`src/rtl/r2p_pkg.sv`:
```
package r2p_pkg;

    // Field widths
    localparam int COORD_WIDTH      = 16;
    localparam int FIRST_WIDTH      = COORD_WIDTH + 1;
    localparam int ITERATION_STAGES = 16;

    // Angle datapath: vector scaled to bit 60, accumulator in 2^-23 degree
    localparam int PRE_SHIFT     = 60 - COORD_WIDTH;
    localparam int VEC_W         = 63;
    localparam int FRAC_BITS     = 16;
    localparam int ACC_W         = (FRAC_BITS + COORD_WIDTH > 34) ?
                                   (FRAC_BITS + COORD_WIDTH) : 34;

    // Magnitude datapath
    localparam int ROOT_BITS = COORD_WIDTH;
    localparam int SUM_W     = 2 * COORD_WIDTH;
    localparam int TRIAL_W   = SUM_W + 2;

    // Pipeline depths
    localparam int CORDIC_LAT = ITERATION_STAGES + 2;
    localparam int ROOT_LAT   = ROOT_BITS + 4;
    localparam int PIPE_LAT   = (CORDIC_LAT > ROOT_LAT) ? CORDIC_LAT : ROOT_LAT;
    localparam int ANG_PAD    = PIPE_LAT - CORDIC_LAT;
    localparam int MAG_PAD    = PIPE_LAT - ROOT_LAT;

    // Register port
    localparam int ADDR_W = 3;
    localparam int DATA_W = 32;
    localparam logic [ADDR_W-3:0] REG_POLAR_FORMAT = '0;

    // 180 degrees in 2^-23 degree
    localparam logic signed [ACC_W-1:0] HALF_TURN = ACC_W'(1509949440);

    typedef struct packed {
        logic signed [COORD_WIDTH-1:0] x_coord;
        logic signed [COORD_WIDTH-1:0] y_coord;
    } operand_t;

    typedef struct packed {
        logic signed [FIRST_WIDTH-1:0] first_value;
        logic signed [COORD_WIDTH-1:0] second_value;
    } result_t;

    // atan(2^-i) in 2^-23 degree
    function automatic logic signed [ACC_W-1:0] atan_step(input logic [4:0] idx);
        logic signed [ACC_W-1:0] val;
        case (idx)
            5'd0:    val = ACC_W'(377487360);
            5'd1:    val = ACC_W'(222843801);
            5'd2:    val = ACC_W'(117744544);
            5'd3:    val = ACC_W'(59768969);
            5'd4:    val = ACC_W'(30000467);
            5'd5:    val = ACC_W'(15014858);
            5'd6:    val = ACC_W'(7509261);
            5'd7:    val = ACC_W'(3754860);
            5'd8:    val = ACC_W'(1877459);
            5'd9:    val = ACC_W'(938733);
            5'd10:   val = ACC_W'(469367);
            5'd11:   val = ACC_W'(234683);
            5'd12:   val = ACC_W'(117342);
            5'd13:   val = ACC_W'(58671);
            5'd14:   val = ACC_W'(29335);
            5'd15:   val = ACC_W'(14668);
            5'd16:   val = ACC_W'(7334);
            5'd17:   val = ACC_W'(3667);
            5'd18:   val = ACC_W'(1833);
            5'd19:   val = ACC_W'(917);
            5'd20:   val = ACC_W'(458);
            5'd21:   val = ACC_W'(229);
            5'd22:   val = ACC_W'(115);
            5'd23:   val = ACC_W'(57);
            5'd24:   val = ACC_W'(29);
            5'd25:   val = ACC_W'(14);
            5'd26:   val = ACC_W'(7);
            5'd27:   val = ACC_W'(4);
            5'd28:   val = ACC_W'(2);
            5'd29:   val = ACC_W'(1);
            default: val = '0;
        endcase
        return val;
    endfunction

endpackage

```
`src/rtl/r2p_root.sv`:
```
module r2p_root (
    input  logic                               clk,
    input  r2p_pkg::operand_t                  operand,
    output logic [r2p_pkg::FIRST_WIDTH-1:0]    magnitude
);
    import r2p_pkg::*;

    logic [COORD_WIDTH-1:0] abs_x_next;
    logic [COORD_WIDTH-1:0] abs_y_next;
    logic [COORD_WIDTH-1:0] abs_x_reg;
    logic [COORD_WIDTH-1:0] abs_y_reg;
    logic [SUM_W-1:0]       sq_x_next;
    logic [SUM_W-1:0]       sq_y_next;
    logic [SUM_W-1:0]       sq_x_reg;
    logic [SUM_W-1:0]       sq_y_reg;

    logic [SUM_W-1:0]     rem_reg   [ROOT_BITS+1];
    logic [ROOT_BITS-1:0] root_reg  [ROOT_BITS+1];
    logic [SUM_W-1:0]     rem_next  [ROOT_BITS];
    logic [ROOT_BITS-1:0] root_next [ROOT_BITS];
    logic [TRIAL_W-1:0]   trial     [ROOT_BITS];

    logic [FIRST_WIDTH-1:0] mag_next;
    logic [FIRST_WIDTH-1:0] mag_reg;

    // Absolute values and squares
    always_comb
    begin
        abs_x_next = operand.x_coord[COORD_WIDTH-1] ?
                     COORD_WIDTH'(-operand.x_coord) : COORD_WIDTH'(operand.x_coord);
        abs_y_next = operand.y_coord[COORD_WIDTH-1] ?
                     COORD_WIDTH'(-operand.y_coord) : COORD_WIDTH'(operand.y_coord);
        sq_x_next  = SUM_W'(abs_x_reg) * SUM_W'(abs_x_reg);
        sq_y_next  = SUM_W'(abs_y_reg) * SUM_W'(abs_y_reg);
    end

    // Restoring square root, one root bit per stage, most significant first
    always_comb
    begin
        for (int k = 0; k < ROOT_BITS; k++)
        begin
            trial[k] = (TRIAL_W'(root_reg[k]) << (ROOT_BITS - k))
                     + (TRIAL_W'(1) << (2 * (ROOT_BITS - 1 - k)));
            if (TRIAL_W'(rem_reg[k]) >= trial[k])
            begin
                rem_next[k]  = rem_reg[k] - SUM_W'(trial[k]);
                root_next[k] = root_reg[k] | (ROOT_BITS'(1) << (ROOT_BITS - 1 - k));
            end
            else
            begin
                rem_next[k]  = rem_reg[k];
                root_next[k] = root_reg[k];
            end
        end
    end

    // Round to nearest: step up when the remainder exceeds the root
    always_comb
    begin
        mag_next = {1'b0, root_reg[ROOT_BITS]}
                 + FIRST_WIDTH'(rem_reg[ROOT_BITS] > SUM_W'(root_reg[ROOT_BITS]));
    end

    // Advance the pipeline every cycle
    always_ff @(posedge clk)
    begin
        abs_x_reg   <= abs_x_next;
        abs_y_reg   <= abs_y_next;
        sq_x_reg    <= sq_x_next;
        sq_y_reg    <= sq_y_next;
        rem_reg[0]  <= sq_x_reg + sq_y_reg;
        root_reg[0] <= '0;
        for (int k = 0; k < ROOT_BITS; k++)
        begin
            rem_reg[k+1]  <= rem_next[k];
            root_reg[k+1] <= root_next[k];
        end
        mag_reg <= mag_next;
    end

    assign magnitude = mag_reg;

endmodule

```
`config.mk`:
```
export PLATFORM = sky130hd
export DESIGN_NAME = r2p_root
export DESIGN_NICKNAME = d
export VERILOG_FILES = /design/src/rtl/r2p_pkg.sv /design/src/rtl/r2p_root.sv
export SDC_FILE = /design/constraint.sdc
export NUM_CORES = 2
export LEC_CHECK = 0
export BUFFER_PORTS_ARGS = -buffer_cell sky130_fd_sc_hd__buf_2
export CAP_MARGIN = 20
export CORE_UTILIZATION = 60
export CTS_BUF_LIST = sky130_fd_sc_hd__clkbuf_4 sky130_fd_sc_hd__clkbuf_8
export DETAILED_ROUTE_END_ITERATION = 8
export PLACE_DENSITY = 0.79
export SETUP_SLACK_MARGIN = 0.15
export SYNTH_ARGS = -nofsm -noshare
export SYNTH_HDL_FRONTEND = slang
export SYNTH_SLANG_ARGS = --single-unit
```
`constraint.sdc`:
```
create_clock -name clk -period 6.33 [get_ports clk]
set_input_delay 0.3165 -clock clk [delete_from_list [all_inputs] [get_ports clk]]
set_output_delay 0.3165 -clock clk [all_outputs]
set_load 0.01 [all_outputs]
```
==> results.sh <==
export IMPL_outcome="completed"
export IMPL_min_period_ns=5.95
export IMPL_place_ws_ns=-0.0206
export IMPL_yosys_warnings=0
export IMPL_wl_per_cell_um=15.7
export IMPL_rrSetupSlack_ns=0.38
export IMPL_dp_cells=5561
export IMPL_grt_usage_pct=24.8
export IMPL_wl_met1_um=37100
export IMPL_wl_met2_um=47300
export IMPL_arrival_ns=6.60
export IMPL_crit_path_cell_trace="and2_1 > fa_1 > inv_1 > fa_1 > inv_1 > fa_1 > inv_1 > fa_1 > inv_1 > fa_1 > inv_1 > fa_1 > inv_1 > ha_4 > a21o_1 > a21o_1 > a41oi_2 > nand3b_1 > a31oi_4 > or4_4 > a31o_2 > a21oi_2 > xnor2_1"
export IMPL_place_gp_congestion=0.913
export IMPL_rsz0062_at_grt="no"
export IMPL_synthArstFlopShare_pct=0
export IMPL_clkTransAtPathRegs_ns=0.07
export IMPL_finClkSkew_ns=0.0625
export IMPL_io_pins=50
export IMPL_grt_overflow=0
export IMPL_synthesis_nets=5338
export IMPL_setup_viol=0
export IMPL_required_ns=6.99
export IMPL_syn_avg_cell_area_um2=9.66
export IMPL_largest_register_ffs=544
export IMPL_insertion_delay_ns=0.74
export IMPL_firstDrtPassIters=5
export IMPL_clock_sinks=791
export IMPL_final_seq_area_um2=15900
export IMPL_reg2reg_from="abs_x_reg[3]"
export IMPL_viasPerCell=5.38
export IMPL_synth_edf_count=0
export IMPL_synth_cell_type_count=93
export IMPL_fp_dieH_um=273
export IMPL_dr_wl_met3_um=3720
export IMPL_ant_nets=0
export IMPL_max_freq_mhz=168
export IMPL_cp_slowest_cell="fa_1"
export IMPL_maxCapViolations=0
export IMPL_first_iter_violations=1512
export IMPL_grt_pass1_wl_um=152000
export IMPL_hold_depth=2
export IMPL_fp_dieW_um=273
export IMPL_yosysMostFrequentCell="dfxtp_1"
export IMPL_nets=5546
export IMPL_cp_end_kind="flip-flop"
export IMPL_critical_path_class="flip-flop to flip-flop"
export IMPL_yosysSeqAreaShare_pct=35.9
export IMPL_fin_area_um2=49400
export IMPL_r2r_end="sq_x_reg[30]"
export IMPL_numCtsBuffers=118
export IMPL_hold_viol=0
export IMPL_synth_top_area_share_pct=35.9
export IMPL_cts_tree="done"
export IMPL_hold_path_class="input port to flip-flop"
export IMPL_start_util_pct=60.6
export IMPL_drv_slew=0
export IMPL_setup_slack_ns=0.381
export IMPL_hold_end="abs_x_reg[0]"
export IMPL_netlist_area_um2=44200
export IMPL_worstMarginPinSlew_ns=0.802
export IMPL_crit_fanout=5
export IMPL_multiInputGateArea_um2=25400
export IMPL_area_delta_synth_final_pct=11.9
export IMPL_netlist_instances=4573
export IMPL_dpl_cell_area_um2=45800
export IMPL_ys_top_cells_by_count="dfxtp_1, inv_1, ha_1"
export IMPL_dieArea_um2=74700
export IMPL_antenna_found_initial=1
export IMPL_num_rows=99
export IMPL_grt_start_max_net_pins=35
export IMPL_layout_worst_path_cycle_share_pct=94.0
export IMPL_dp_hpwl_um=70800
export IMPL_ys_ff_latch=791
export IMPL_worstHoldStart="operand[16]"
export IMPL_vias=31377
export IMPL_synth_top_cells_by_area="dfxtp_1, fa_1, ha_1"
export IMPL_ctsRootBufferMaster="clkbuf_8"
export IMPL_io_buffers=49
export IMPL_highest_layer="met4"
export IMPL_yosysTopAreaCell="dfxtp_1"
export IMPL_nFillCells=5447
export IMPL_clk_path_buf_depth=3
export IMPL_post_route_drc_count=0
export IMPL_hold_slack_ns=0.298
export IMPL_cp_start_kind="flip-flop"
export IMPL_slew_headroom_pct=46.4
export IMPL_routed_wl_um=91800
export IMPL_core_um2=72800
export IMPL_slowest_delay_ns=0.53
export IMPL_drive_gt1_share_pct=9.75
export IMPL_grt_pass1_vias=32640
export IMPL_htree_levels=3
export IMPL_synth_ff_type="dfxtp_1"
export IMPL_stdcell_count=5830
export IMPL_worstRegToRegCells=23
## cell families after synthesis
group	Yosys count	share of synthesized area, %
buffers and inverters	815	7.01
adder cells (fa/ha/maj)	732	26.3
XOR/XNOR	354	7.02
multiplexers	26	0.652
AO/OA/AOI/OAI	684	9.84
AND/OR/NAND/NOR	1171	13.3
flip-flops	791	35.9
## worst max-delay path, delay by kind of cell (launching register included)
family	cells	cell delay [ns]
AO/OA/AOI/OAI	6	0.97
XOR/XNOR	1	0.12
adder cells (fa/ha/maj)	7	3.29
buffers and inverters	6	0.36
flip-flops	1	0.34
AND/OR/NAND/NOR	3	0.78
## metal layers
layer  track usage (%)  vias up
li1                  -    15441
met1              28.4    15023
met2              45.6      671
met3              3.63      242
met4              10.6        0
met5                 0        -
## layout make-up
cell class	count	share of cell area [%]
flip-flops and latches	791	32.1
clock buffers	172	4.47
repair buffers	182	2.82
clock inverters	37	1.19
inverters	721	5.49
multi-input cells	2967	51.5
diodes	1	0.00506
well taps	959	2.43
## worst max path at each step
| stage | from | end | slack, ns | depth (start not counted) |
|---|---|---|---|---|
| after floorplan | abs_y_reg[4] | sq_y_reg[28] | 0.15 | 23 |
| after global placement | abs_x_reg[6] | sq_x_reg[31] | 0.09 | 20 |
| after detailed placement | abs_x_reg[6] | sq_x_reg[31] | -0.02 | 20 |
| after CTS | abs_x_reg[3] | sq_x_reg[30] | 0.16 | 23 |
| after global routing | abs_y_reg[10] | sq_y_reg[28] | 0.12 | 21 |
| final | abs_x_reg[3] | sq_x_reg[30] | 0.38 | 23 |
## placed cells by master (no fill, tap or decap), types with 52 or more instances in the layout
master / n
a21o_1: 94
a21oi_1: 188
and2_1: 79
buf_4: 75
clkbuf_8: 147
dfxtp_1: 768
dlygate4sd3_1: 52
fa_1: 324
ha_1: 398
inv_1: 717
nand2_1: 371
nand3_1: 59
nor2_1: 215
nor3_1: 74
nor4_1: 82
o21ai_0: 160
xnor2_1: 230
xor2_1: 124
## timing repair
item	CTS	global route
pin swaps	1	16
gates resized for setup	9	73
buffers inserted	0	5
setup endpoints to repair	4	18
endpoints found under the hold margin	32	0
hold buffers	52	0
## per-stage QoR
step	utilization (%)	TNS [ns]
after floorplan	-	0
after global routing	67.8	0
after CTS	67.4	0
after detailed placement	62.9	-0.0206
after global placement	62.9	0
final	67.8	0
Power is not shown: default switching activity piles up to over one toggle a cycle in this logic, so the estimate is an artifact.
